`src/tpss_pkg.sv`:
```
// Shared constants and status types for the two-phase serial slave.
package tpss_pkg;

	// Default and range limits of the data word length
	localparam int WORD_BITS_DEFAULT = 32;
	localparam int FIELD_WORD_W      = 32;

	// Device identifier register
	localparam int         UID_W     = 8;
	localparam logic [7:0] UID_RESET = 8'd21;

	// Bit counters of the two engines
	localparam int         BUS_CNT_W    = 6;
	localparam int         ID_CNT_W     = 4;
	localparam logic [3:0] ID_END_COUNT = 4'd10;

	// Line drive codes
	localparam logic [1:0] DRV_RELEASED = 2'd0;
	localparam logic [1:0] DRV_LOW      = 2'd1;
	localparam logic [1:0] DRV_HIGH     = 2'd2;

	// Item opcodes
	localparam logic OP_TICK = 1'b0;
	localparam logic OP_SEND = 1'b1;

	// Bus engine flags for one result beat
	typedef struct packed {
		logic drive_enable;
		logic drive_high;
		logic received_valid;
		logic uid_match;
		logic send_busy;
	} bus_status_t;

	// ID engine flags for one result beat
	typedef struct packed {
		logic drive_enable;
		logic drive_high;
	} id_status_t;

endpackage

```
`src/tpss_id_engine.sv`:
```
// ID responder: waits for a request pulse, then sends one, the 8 ID bits and a closing one.
module tpss_id_engine (
	input  logic                      clk,
	input  logic                      arst_n,
	input  logic                      step_en,
	input  logic                      op,
	input  logic                      pin,
	input  logic [tpss_pkg::UID_W-1:0] uid,
	output tpss_pkg::id_status_t      status
);

	logic                          phase_q;
	logic [tpss_pkg::ID_CNT_W-1:0] cnt_q;
	logic [1:0]                    drv_q;

	logic                          phase_nx;
	logic [tpss_pkg::ID_CNT_W-1:0] cnt_nx;
	logic [1:0]                    drv_nx;
	logic [2:0]                    bit_idx;

	assign bit_idx = 3'(cnt_q - 4'd2);

	// Work out the next state for one tick
	always_comb begin
		phase_nx = phase_q;
		cnt_nx   = cnt_q;
		drv_nx   = drv_q;
		if (op == tpss_pkg::OP_TICK) begin
			if (phase_q) begin
				if (cnt_q == 4'd0) begin
					drv_nx = tpss_pkg::DRV_RELEASED;
					if (pin) begin
						cnt_nx = 4'd1;
					end
				end else if (cnt_q == 4'd1) begin
					drv_nx = tpss_pkg::DRV_HIGH;
					cnt_nx = 4'd2;
				end else if (cnt_q < tpss_pkg::ID_END_COUNT) begin
					drv_nx = uid[bit_idx] ? tpss_pkg::DRV_HIGH : tpss_pkg::DRV_LOW;
					cnt_nx = cnt_q + 4'd1;
				end else if (cnt_q == tpss_pkg::ID_END_COUNT) begin
					drv_nx = tpss_pkg::DRV_HIGH;
					cnt_nx = cnt_q + 4'd1;
				end else begin
					drv_nx = tpss_pkg::DRV_RELEASED;
					cnt_nx = 4'd0;
				end
				phase_nx = 1'b0;
			end else begin
				phase_nx = 1'b1;
				if (cnt_q == 4'd0) begin
					drv_nx = tpss_pkg::DRV_RELEASED;
					// request pulse starts the count and holds the phase at zero
					if (pin) begin
						cnt_nx   = 4'd1;
						phase_nx = 1'b0;
					end
				end
			end
		end
	end

	// Hold engine state between beats
	always_ff @(posedge clk or negedge arst_n) begin
		if (!arst_n) begin
			phase_q <= 1'b0;
			cnt_q   <= '0;
			drv_q   <= tpss_pkg::DRV_RELEASED;
		end else if (step_en) begin
			phase_q <= phase_nx;
			cnt_q   <= cnt_nx;
			drv_q   <= drv_nx;
		end
	end

	assign status.drive_enable = (drv_nx == tpss_pkg::DRV_LOW) || (drv_nx == tpss_pkg::DRV_HIGH);
	assign status.drive_high   = (drv_nx == tpss_pkg::DRV_HIGH);

endmodule

```
`src/tpss_bus_engine.sv`:
```
// Bus engine: two start bits, then a data word received or sent LSB first.
module tpss_bus_engine #(
	parameter int WORD_BITS = tpss_pkg::WORD_BITS_DEFAULT
) (
	input  logic                       clk,
	input  logic                       arst_n,
	input  logic                       step_en,
	input  logic                       op,
	input  logic [WORD_BITS-1:0]       load_word,
	input  logic                       pin,
	input  logic [tpss_pkg::UID_W-1:0] uid,
	output tpss_pkg::bus_status_t      status,
	output logic [WORD_BITS-1:0]       word
);

	localparam int IDX_W = (WORD_BITS > 1) ? $clog2(WORD_BITS) : 1;
	localparam logic [tpss_pkg::BUS_CNT_W-1:0] LAST = tpss_pkg::BUS_CNT_W'(WORD_BITS + 2);

	logic                           phase_q;
	logic [tpss_pkg::BUS_CNT_W-1:0] cnt_q;
	logic                           sending_q;
	logic [WORD_BITS-1:0]           word_q;
	logic [1:0]                     drv_q;

	logic                           phase_nx;
	logic [tpss_pkg::BUS_CNT_W-1:0] cnt_nx;
	logic                           sending_nx;
	logic [WORD_BITS-1:0]           word_nx;
	logic [1:0]                     drv_nx;
	logic                           done;
	logic                           one_bit;
	logic [IDX_W-1:0]               bit_idx;

	// pin low carries a logical one
	assign one_bit = ~pin;
	assign bit_idx = IDX_W'(cnt_q - 6'd2);

	// Work out the next state for one beat
	always_comb begin
		phase_nx   = phase_q;
		cnt_nx     = cnt_q;
		sending_nx = sending_q;
		word_nx    = word_q;
		drv_nx     = drv_q;
		done       = 1'b0;
		if (op == tpss_pkg::OP_SEND) begin
			cnt_nx     = '0;
			word_nx    = load_word;
			sending_nx = 1'b1;
		end else begin
			if (!phase_q) begin
				// sample phase
				if (sending_q) begin
					if (cnt_q == 6'd0) begin
						drv_nx = tpss_pkg::DRV_RELEASED;
						if (one_bit) begin
							cnt_nx   = 6'd1;
							phase_nx = 1'b1;
						end
					end
				end else if (cnt_q == 6'd0) begin
					drv_nx = tpss_pkg::DRV_RELEASED;
					if (one_bit) begin
						cnt_nx = 6'd1;
					end
				end else if (cnt_q == 6'd1) begin
					drv_nx = tpss_pkg::DRV_RELEASED;
					if (!one_bit) begin
						cnt_nx  = 6'd2;
						word_nx = '0;
					end else begin
						cnt_nx = 6'd0;
					end
				end else if (cnt_q < LAST) begin
					drv_nx  = tpss_pkg::DRV_RELEASED;
					word_nx = word_q | (WORD_BITS'(one_bit) << bit_idx);
					cnt_nx  = cnt_q + 6'd1;
				end else begin
					cnt_nx = 6'd0;
					done   = 1'b1;
				end
			end else begin
				// drive phase
				if (!sending_q) begin
					if (cnt_q == 6'd1) begin
						drv_nx = tpss_pkg::DRV_RELEASED;
						if (!one_bit) begin
							cnt_nx   = 6'd2;
							word_nx  = '0;
							phase_nx = 1'b0;
						end
					end
				end else if (cnt_q == 6'd0) begin
					drv_nx = tpss_pkg::DRV_RELEASED;
					if (one_bit) begin
						cnt_nx = 6'd1;
					end
				end else if (cnt_q == 6'd1) begin
					drv_nx = tpss_pkg::DRV_HIGH;
					cnt_nx = 6'd2;
				end else if (cnt_q < LAST) begin
					drv_nx = word_q[bit_idx] ? tpss_pkg::DRV_LOW : tpss_pkg::DRV_HIGH;
					cnt_nx = cnt_q + 6'd1;
				end else begin
					sending_nx = 1'b0;
					cnt_nx     = 6'd0;
				end
			end
			// toggle phase at the end of every tick
			phase_nx = ~phase_nx;
		end
	end

	// Hold engine state between beats
	always_ff @(posedge clk or negedge arst_n) begin
		if (!arst_n) begin
			phase_q   <= 1'b1;
			cnt_q     <= '0;
			sending_q <= 1'b0;
			word_q    <= '0;
			drv_q     <= tpss_pkg::DRV_RELEASED;
		end else if (step_en) begin
			phase_q   <= phase_nx;
			cnt_q     <= cnt_nx;
			sending_q <= sending_nx;
			word_q    <= word_nx;
			drv_q     <= drv_nx;
		end
	end

	assign status.drive_enable   = (drv_nx == tpss_pkg::DRV_LOW) || (drv_nx == tpss_pkg::DRV_HIGH);
	assign status.drive_high     = (drv_nx == tpss_pkg::DRV_HIGH);
	assign status.received_valid = done;
	assign status.uid_match      = done && (word_nx == WORD_BITS'(uid));
	assign status.send_busy      = sending_nx;
	assign word                  = word_nx;

endmodule

```
`src/two_phase_serial_slave_core.sv`:
```
// Top level of the two-phase single-wire bus slave with ID responder.
//
// Each input beat is either a timer tick (op 0) that samples the bus and ID pins
// and steps both engines, or a send request (op 1) that loads a word to transmit.
// Every accepted beat yields exactly one result beat with the line drives, the
// receive flags and the send status. The block takes one beat per clock cycle
// unless in_stall holds the input side; a beat is captured in the input register
// and moves on to the result register when the output side is not stalled, and
// the engine state update lies between those two registers. The identifier
// register uid_q is written over the configuration channel, which is always
// ready, and resets to 21.
module two_phase_serial_slave_core #(
	parameter int WORD_BITS = tpss_pkg::WORD_BITS_DEFAULT
) (
	input  logic                              clk,
	input  logic                              arst_n,
	// item channel
	input  logic                              in_valid,
	output logic                              in_stall,
	input  logic                              op,
	input  logic [tpss_pkg::FIELD_WORD_W-1:0] send_word,
	input  logic                              bus_pin,
	input  logic                              id_pin,
	// result channel
	output logic                              out_valid,
	input  logic                              out_stall,
	output logic                              bus_drive_enable,
	output logic                              bus_drive_high,
	output logic                              id_drive_enable,
	output logic                              id_drive_high,
	output logic                              received_valid,
	output logic [tpss_pkg::FIELD_WORD_W-1:0] received_word,
	output logic                              uid_match,
	output logic                              send_busy,
	// configuration channel
	input  logic                              cfg_valid,
	output logic                              cfg_ready,
	input  logic [tpss_pkg::UID_W-1:0]        cfg_data
);

	logic [tpss_pkg::UID_W-1:0] uid_q;

	logic                       valid_s1;
	logic                       op_s1;
	logic [WORD_BITS-1:0]       word_s1;
	logic                       bus_pin_s1;
	logic                       id_pin_s1;

	logic                       valid_s2;
	tpss_pkg::bus_status_t      bus_st_s2;
	tpss_pkg::id_status_t       id_st_s2;
	logic [WORD_BITS-1:0]       rx_word_s2;

	tpss_pkg::bus_status_t      bus_st;
	tpss_pkg::id_status_t       id_st;
	logic [WORD_BITS-1:0]       rx_word;
	logic                       advance;
	logic                       accept;
	logic                       step_en;

	// Advance when the result register is empty or being drained
	assign advance   = !valid_s2 || !out_stall;
	assign in_stall  = valid_s1 && !advance;
	assign accept    = in_valid && !in_stall;
	assign step_en   = valid_s1 && advance;
	assign cfg_ready = 1'b1;

	// Write the identifier register
	always_ff @(posedge clk or negedge arst_n) begin
		if (!arst_n) begin
			uid_q <= tpss_pkg::UID_RESET;
		end else if (cfg_valid && cfg_ready) begin
			uid_q <= cfg_data;
		end
	end

	// Track beats in the input and result registers
	always_ff @(posedge clk or negedge arst_n) begin
		if (!arst_n) begin
			valid_s1 <= 1'b0;
			valid_s2 <= 1'b0;
		end else begin
			if (accept) begin
				valid_s1 <= 1'b1;
			end else if (advance) begin
				valid_s1 <= 1'b0;
			end
			if (advance) begin
				valid_s2 <= valid_s1;
			end
		end
	end

	// Capture the input beat
	always_ff @(posedge clk) begin
		if (accept) begin
			op_s1      <= op;
			word_s1    <= send_word[WORD_BITS-1:0];
			bus_pin_s1 <= bus_pin;
			id_pin_s1  <= id_pin;
		end
	end

	tpss_bus_engine #(
		.WORD_BITS (WORD_BITS)
	) u_bus (
		.clk       (clk),
		.arst_n    (arst_n),
		.step_en   (step_en),
		.op        (op_s1),
		.load_word (word_s1),
		.pin       (bus_pin_s1),
		.uid       (uid_q),
		.status    (bus_st),
		.word      (rx_word)
	);

	tpss_id_engine u_id (
		.clk     (clk),
		.arst_n  (arst_n),
		.step_en (step_en),
		.op      (op_s1),
		.pin     (id_pin_s1),
		.uid     (uid_q),
		.status  (id_st)
	);

	// Load the result register
	always_ff @(posedge clk) begin
		if (step_en) begin
			bus_st_s2  <= bus_st;
			id_st_s2   <= id_st;
			rx_word_s2 <= rx_word;
		end
	end

	assign out_valid        = valid_s2;
	assign bus_drive_enable = bus_st_s2.drive_enable;
	assign bus_drive_high   = bus_st_s2.drive_high;
	assign received_valid   = bus_st_s2.received_valid;
	assign uid_match        = bus_st_s2.uid_match;
	assign send_busy        = bus_st_s2.send_busy;
	assign id_drive_enable  = id_st_s2.drive_enable;
	assign id_drive_high    = id_st_s2.drive_high;
	assign received_word    = tpss_pkg::FIELD_WORD_W'(rx_word_s2);

endmodule

```
`config.mk`:
```
export PLATFORM = sky130hd
export DESIGN_NAME = two_phase_serial_slave_core
export DESIGN_NICKNAME = d
export VERILOG_FILES = /design/src/tpss_pkg.sv /design/src/tpss_id_engine.sv /design/src/tpss_bus_engine.sv /design/src/two_phase_serial_slave_core.sv
export SDC_FILE = /design/constraint.sdc
export NUM_CORES = 1
export LEC_CHECK = 0
export BUFFER_PORTS_ARGS = -buffer_cell sky130_fd_sc_hd__buf_2
export CORE_MARGIN = 5
export CORE_UTILIZATION = 40
export CTS_BUF_LIST = sky130_fd_sc_hd__clkbuf_16
export CTS_CLUSTER_DIAMETER = 30
export CTS_CLUSTER_SIZE = 16
export DETAILED_ROUTE_END_ITERATION = 7
export PLACE_DENSITY = 0.62
export REMOVE_ABC_BUFFERS = 1
export SLEW_MARGIN = 20
export SYNTH_ARGS = -nofsm -noshare
export SYNTH_HDL_FRONTEND = slang
export SYNTH_SLANG_ARGS = --single-unit
```
`constraint.sdc`:
```
create_clock -name clk -period 9.5 [get_ports clk]
set_clock_uncertainty 0.1 [all_clocks]
set_input_delay 1.9 -clock clk [delete_from_list [all_inputs] [get_ports clk]]
set_output_delay 1.9 -clock clk [all_outputs]
set_load 0.05 [all_outputs]
```
After elaboration in Yosys (flattened, before gate mapping)
Index checks and enable logic that the tools add are counted.
{"block": "classes", "add_sub_neg": 4, "multipliers": 0, "div": 0, "magnitude_cmp": 4, "n_eq_ne": 11, "shift": 1, "n_mux": 79, "n_bitwise": 4, "n_reduce_logical": 18}
{"cell": "32-bit 2-to-1 mux", "count": 9}
{"cell": "6-bit 2-to-1 mux", "count": 13}
{"cell": "2-bit 2-to-1 mux", "count": 22}
{"cell": "32-bit by 8-bit == test with 1-bit output", "count": 1}
{"cell": "32-bit OR", "count": 1}
{"cell": "1-bit by 5-bit << shifter with 32-bit output", "count": 1}
{"cell": "4-bit 2-to-1 mux", "count": 7}
{"cell": "1-bit 2-to-1 mux", "count": 26}
{"cell": "4-bit != test, second input constant", "count": 2}
{"cell": "6-bit by 1-bit adder with 6-bit output, second input constant", "count": 1}
{"cell": "6-bit by 1-bit == test with 1-bit output, second input constant", "count": 1}
{"cell": "6-bit zero test", "count": 1}
{"cell": "5-bit by 6-bit < comparator with 1-bit output, second input constant", "count": 1}
{"cell": "6-bit < comparator, second input constant", "count": 1}
{"cell": "1-bit binary-select mux with 5-bit select", "count": 1}
{"cell": "5-bit by 2-bit subtractor with 5-bit output, second input constant", "count": 1}
{"cell": "4-bit by 1-bit adder with 4-bit output, second input constant", "count": 1}
{"cell": "2-bit by 1-bit == test with 1-bit output, second input constant", "count": 2}
{"cell": "2-bit == test, second input constant", "count": 2}
{"cell": "4-bit by 1-bit == test with 1-bit output, second input constant", "count": 1}
{"cell": "4-bit == test, second input constant", "count": 1}
{"cell": "1-bit logical AND", "count": 4}
{"cell": "1-bit zero test", "count": 4}
{"cell": "4-bit zero test", "count": 1}
{"cell": "other kinds (11)", "count": 16}
{"block": "totals", "regBits": 133, "latch_bits": 0, "ramBits": 0, "mem_bits_ro": 0, "inputBits": 48, "output_inout_bits": 42, "wordCells": 144, "memories": 0}

Depth between registers and ports, before layout
{"block": "depth", "ltp_word": 12, "mapped_depth": 15, "mapped_depth_nobuf": 12}

Hierarchy
From an unflattened synthesis, not the netlist that was laid out.
{"block": "unflattened", "hier_cells": 608, "area_unflattened_um2": 7021.7}
{"mod": "tpss_bus_engine", "instances": 1, "cells_per_inst": 429, "area_per_inst_um2": 3674.8, "seq_area_each_um2": 1052.3}
{"mod": "two_phase_serial_slave_core", "instances": 1, "cells_per_inst": 101, "area_per_inst_um2": 2655.0, "seq_area_each_um2": 2476.1}
{"mod": "tpss_id_engine", "instances": 1, "cells_per_inst": 78, "area_per_inst_um2": 691.9, "seq_area_each_um2": 175.2}

Worst setup path before layout
Ideal clock, no wire load.
{"block": "synth_timing", "path_type": "input-to-reg", "start": "in out_stall", "end": "reg bus_st_s2 (netlist bit bus_drive_enable) (enable)", "setup_ps": 418, "t_arrival_ps": 3834, "t_required_ps": 8982, "path_slack_ps": 5147, "stages": 5, "n_path_buf": 2, "cell_sequence": "nand2_1 nand2_1 clkinv_1 clkbuf_1 clkbuf_1"}
{"block": "synth_between", "elab_chain_len": 3}
{"item": "from (decl)", "line_no": "two_phase_serial_slave_core.sv:26", "rtl": "input logic out_stall,"}
{"item": "1-bit zero test", "line_no": "two_phase_serial_slave_core.sv:62", "rtl": "assign advance = !valid_s2 || !out_stall;"}
{"item": "1-bit logical OR", "line_no": "two_phase_serial_slave_core.sv:62"}
{"item": "1-bit logical AND", "line_no": "two_phase_serial_slave_core.sv:65", "rtl": "assign step_en = valid_s1 && advance;"}
{"item": "named net step_en", "line_no": "two_phase_serial_slave_core.sv:59", "rtl": "logic step_en;"}
{"item": "to (signal assigned)", "line_no": "two_phase_serial_slave_core.sv:131", "rtl": "bus_st_s2 <= bus_st;"}
{"item": "to (decl)", "line_no": "two_phase_serial_slave_core.sv:50", "rtl": "tpss_pkg::bus_status_t bus_st_s2;"}
The timed path passes the listed nets, and every way through them passes these cells.
A chain may end at the register's enable or synchronous reset.

Final worst setup path
{"block": "layout_timing", "start": "in out_stall", "end": "out in_stall"}
{"block": "layout_between", "elab_chain_len": 4}
{"item": "1-bit zero test", "line_no": "two_phase_serial_slave_core.sv:62"}
{"item": "1-bit logical OR", "line_no": "two_phase_serial_slave_core.sv:62"}
{"item": "1-bit zero test", "line_no": "two_phase_serial_slave_core.sv:63", "rtl": "assign in_stall = valid_s1 && !advance;"}
{"item": "1-bit logical AND", "line_no": "two_phase_serial_slave_core.sv:63"}
{"item": "to (decl)", "line_no": "two_phase_serial_slave_core.sv:19", "rtl": "output logic in_stall,"}
Every way passes these cells.

==> impl_metrics.csv <==
group,metric,value,unit
clock_network,cts_buffer_depth,2,
place,place_congestion,0.914,
synthesis,synth_area_per_cell,10.7,um^2
sta,rsz0062_at_grt,"no",
finish,regArea,3700,um^2
grt,grt_pass1_wl,30200,um
setup_path,arrival,2.40,ns
drt,first_pass_iters,6,
sta,fin_tns_setup,0,ns
sta,layout_min_cycle_time,4.40,ns
finish,nNetsFinal,779,
place,hpwl,13100,um
hold_path,hp-class,"reg2reg",
clock_network,cts_made_buffers,17,
sta,hold_viol,0,
pwr,irDropWorstVdd,0.160,mV
synthesis,syn_area,6850,um^2
die,dieHeight,141,um
synthesis,synth_largest_area_cell,"edfxtp_1",
clock_network,cts.sinks,133,
synthesis,postSynthCellCount,641,
drt,ant_nets,0,
grt,busiest_layer,"met2",
die,dieArea,19800,um^2
grt,grt.met2_usage,0.301,
pwr,power-per-cell-area,282,nW/um^2
clock_network,cts.htree.levels,4,
drt,routed-via-count,5499,
clock_network,cts_resized,0,
synthesis,synth_area_leaders,"edfxtp_1 (32%), dfrtp_1 (20%), nand2_1 (6.4%)",
finish,num-fill-cells,1519,
clock_network,cts_hold_buf,0,
sta,finalSetupViolations,0,
synthesis,async_flop_share,0.444,
finish,insertedDiodeCount,0,
setup_path,end_kind,"output pin",
synthesis,ys_seq_area_frac,0.541,
clock_network,clk_pin_slew,0.05,ns
grt,use_met1,0.256,
setup_path,cp_top_family,"buffers and inverters",
grt,grt_max_degree,73,
synthesis,synth-main-ff-cell,"edfxtp_1",
sta,period_share,0.463,
drt,drt_iter0_drc,657,
synthesis,ys_warn_count,0,
synthesis,synth_edf_count,74,
setup_path,crit_chain,"buf_2 > nand3_1 > inv_1 > buf_2",
setup_path,worstSetupPathType,"in2out",
die,initial_utilization,0.410,
drt,wire_per_inst,19.8,um
outcome,status,"complete, no violations",
synthesis,synthDistinctLibCells,80,
finish,syn_to_final_growth,18.0,%
finish,post-route-util,0.484,
setup_path,crit_buf_inv,3,
setup_path,crit_path_frequent_cell,"buf_2",
sta,maxSlewHeadroom,0.316,
setup_path,cpMaxStageDelayCell,"buf_2",
setup_path,path_max_fanout,3,
grt,grt_pass1_vias,5596,
die,design.core.area,16700,um^2
die,num_io_pins,90,
setup_path,crit_required,7.50,ns
finish,drive_gt1_frac,0.236,
pwr,p_leak,3.32,nW
die,rows,47,
pwr,power,0.00228,W
setup_path,critPathLaunchType,"primary input",
sta,final-max-slew-violation-count,0,
place,numPortBuffers,88,
place,post-place-cells,920,
run,cap_violations,0,
finish,multi_input_area,2890,um^2
synthesis,synth_top_area_share,0.324,
clock_network,clk_latency,0.43,ns
grt,track_usage,0.195,
sta,timing.fmax,228,MHz
clock_network,cts_tree,"done",
grt,overflow,0,
finish,fin_cells,952,
drt,drc,0,
drt,via_per_inst,5.78,
grt,met3_usage,0.0450,
synthesis,synth.most_common_cell,"nand2_1",
grt,antenna_found_initial,0,
clock_network,clockRootBuffer,"clkbuf_16",
sta,worst_pin_slew,1.02,ns
clock_network,cts_setup_buffers,0,
drt,postRouteWirelength,18900,um
synthesis,synth_common_cells,"nand2_1 (116), edfxtp_1 (74), o21ai_0 (56), dfrtp_1 (55), nor2_1 (33)",
synthesis,ys_ff_latch,133,
setup_path,slowest_delay,0.25,ns
die,die_x,141,um
## area by class of cell
type,instances,area share
Tap cell,220,0.0340
Clock inverter,15,0.0263
Multi-Input combinational cell,447,0.357
Timing Repair Buffer,93,0.0591
Clock buffer,17,0.0526
Sequential cell,133,0.458
Inverter,27,0.0125
## state kept, by name, summed over array words and instances (netlist names), 2 cells and up
name / count
received_word: 32
u_bus.word_q: 32
word_s1: 32
uid_q: 8
u_bus.cnt_q: 6
u_id.cnt_q: 4
u_bus.drv_q: 2
u_id.drv_q: 2
## logic make-up (layout without fill, tap and decap cells)
logic type,after synthesis,in the layout,share of synthesized area
xor gates and xnor gates,1,1,0.00128
other,1,1,0.000548
AOI/OAI and AO/OA,162,162,0.158
muxes,30,30,0.0665
DFF,133,133,0.541
and+or+nand+nor,241,241,0.174
buffers and inverters,61,152,0.0376
adders and majority gates,12,12,0.0219
## worst register-to-register path, cell delays in order, from the launching register on
cell and delay [ns]:
dfrtp_1 0.94, inv_1 0.24, ha_1 0.34, xor2_1 0.46, mux4_2 0.57, mux2_2 0.29
o21ai_0 0.24, a21oi_1 0.07, a211o_1 0.27, o21ai_0 0.18, o2bb2ai_1 0.13, ha_1 0.25
inv_1 0.05
## per-layer routing
| metal | routed length [um] | part of all wire |
|---|---|---|
| met5 | 0 | 0 |
| met4 | 784 | 0.042 |
| met3 | 1170 | 0.062 |
| met2 | 8770 | 0.47 |
| met1 | 8130 | 0.43 |
## power by group
group	internal, W	switching (W)	total (W)	leakage (nW)
combinational	0.000264	0.000453	0.000717	1.56
clock	0.000463	0.000254	0.000717	0.315
sequential	0.000720	0.000127	0.000847	1.45
total	0.00145	0.000834	0.00228	3.32
## cell usage in the layout (no fill, tap or decap), types with 5 or more instances in the layout
| cell type | netlist | routed |
|---|---|---|
| bufinv_16 | 0 | 5 |
| nand3_1 | 14 | 14 |
| a31oi_1 | 5 | 5 |
| nand2_1 | 116 | 116 |
| o21ai_0 | 56 | 56 |
| nor2b_1 | 12 | 12 |
| a221oi_1 | 5 | 5 |
| o2111ai_1 | 5 | 5 |
| a21oi_1 | 24 | 24 |
| mux2_2 | 14 | 14 |
| buf_2 | 8 | 88 |
| buf_4 | 1 | 5 |
| inv_1 | 26 | 28 |
| o21ai_1 | 6 | 6 |
| edfxtp_1 | 74 | 74 |
| dfrtp_1 | 55 | 55 |
| nand2b_1 | 10 | 10 |
| ha_1 | 12 | 12 |
| mux4_2 | 11 | 11 |
| nor3_1 | 15 | 15 |
| nor2_1 | 33 | 33 |
| clkbuf_16 | 0 | 17 |
| mux2i_1 | 5 | 5 |
| a22oi_1 | 10 | 10 |
## stage by stage
stage                     cell area [um^2]  hold WS, ns  worst slack (ns)
after global routing                  8090        0.403              4.78
final                                 8090        0.375              5.10
after global placement                7450        0.369              5.11
after floorplan                       6690        0.350              4.43
after detailed placement              7450        0.368              5.09
after CTS                             8090        0.380              5.09
## path summary, 6_finish.rpt
path,slack [ns],startpoint,cells after the start,end
setup / recovery,5.10,out_stall,4,in_stall
hold / removal,0.37,u_bus.drv_q[1],1,u_bus.drv_q[1]
setup reg to reg,5.23,u_bus.cnt_q[1],12,bus_drive_enable
hold reg to reg,0.37,u_bus.drv_q[1],1,u_bus.drv_q[1]
max in group asynchronous,7.24,arst_n,2,u_bus.word_q[28]
min in group asynchronous,1.54,arst_n,2,u_id.cnt_q[2]
Note: power is estimated with default switching activity, not from simulation.
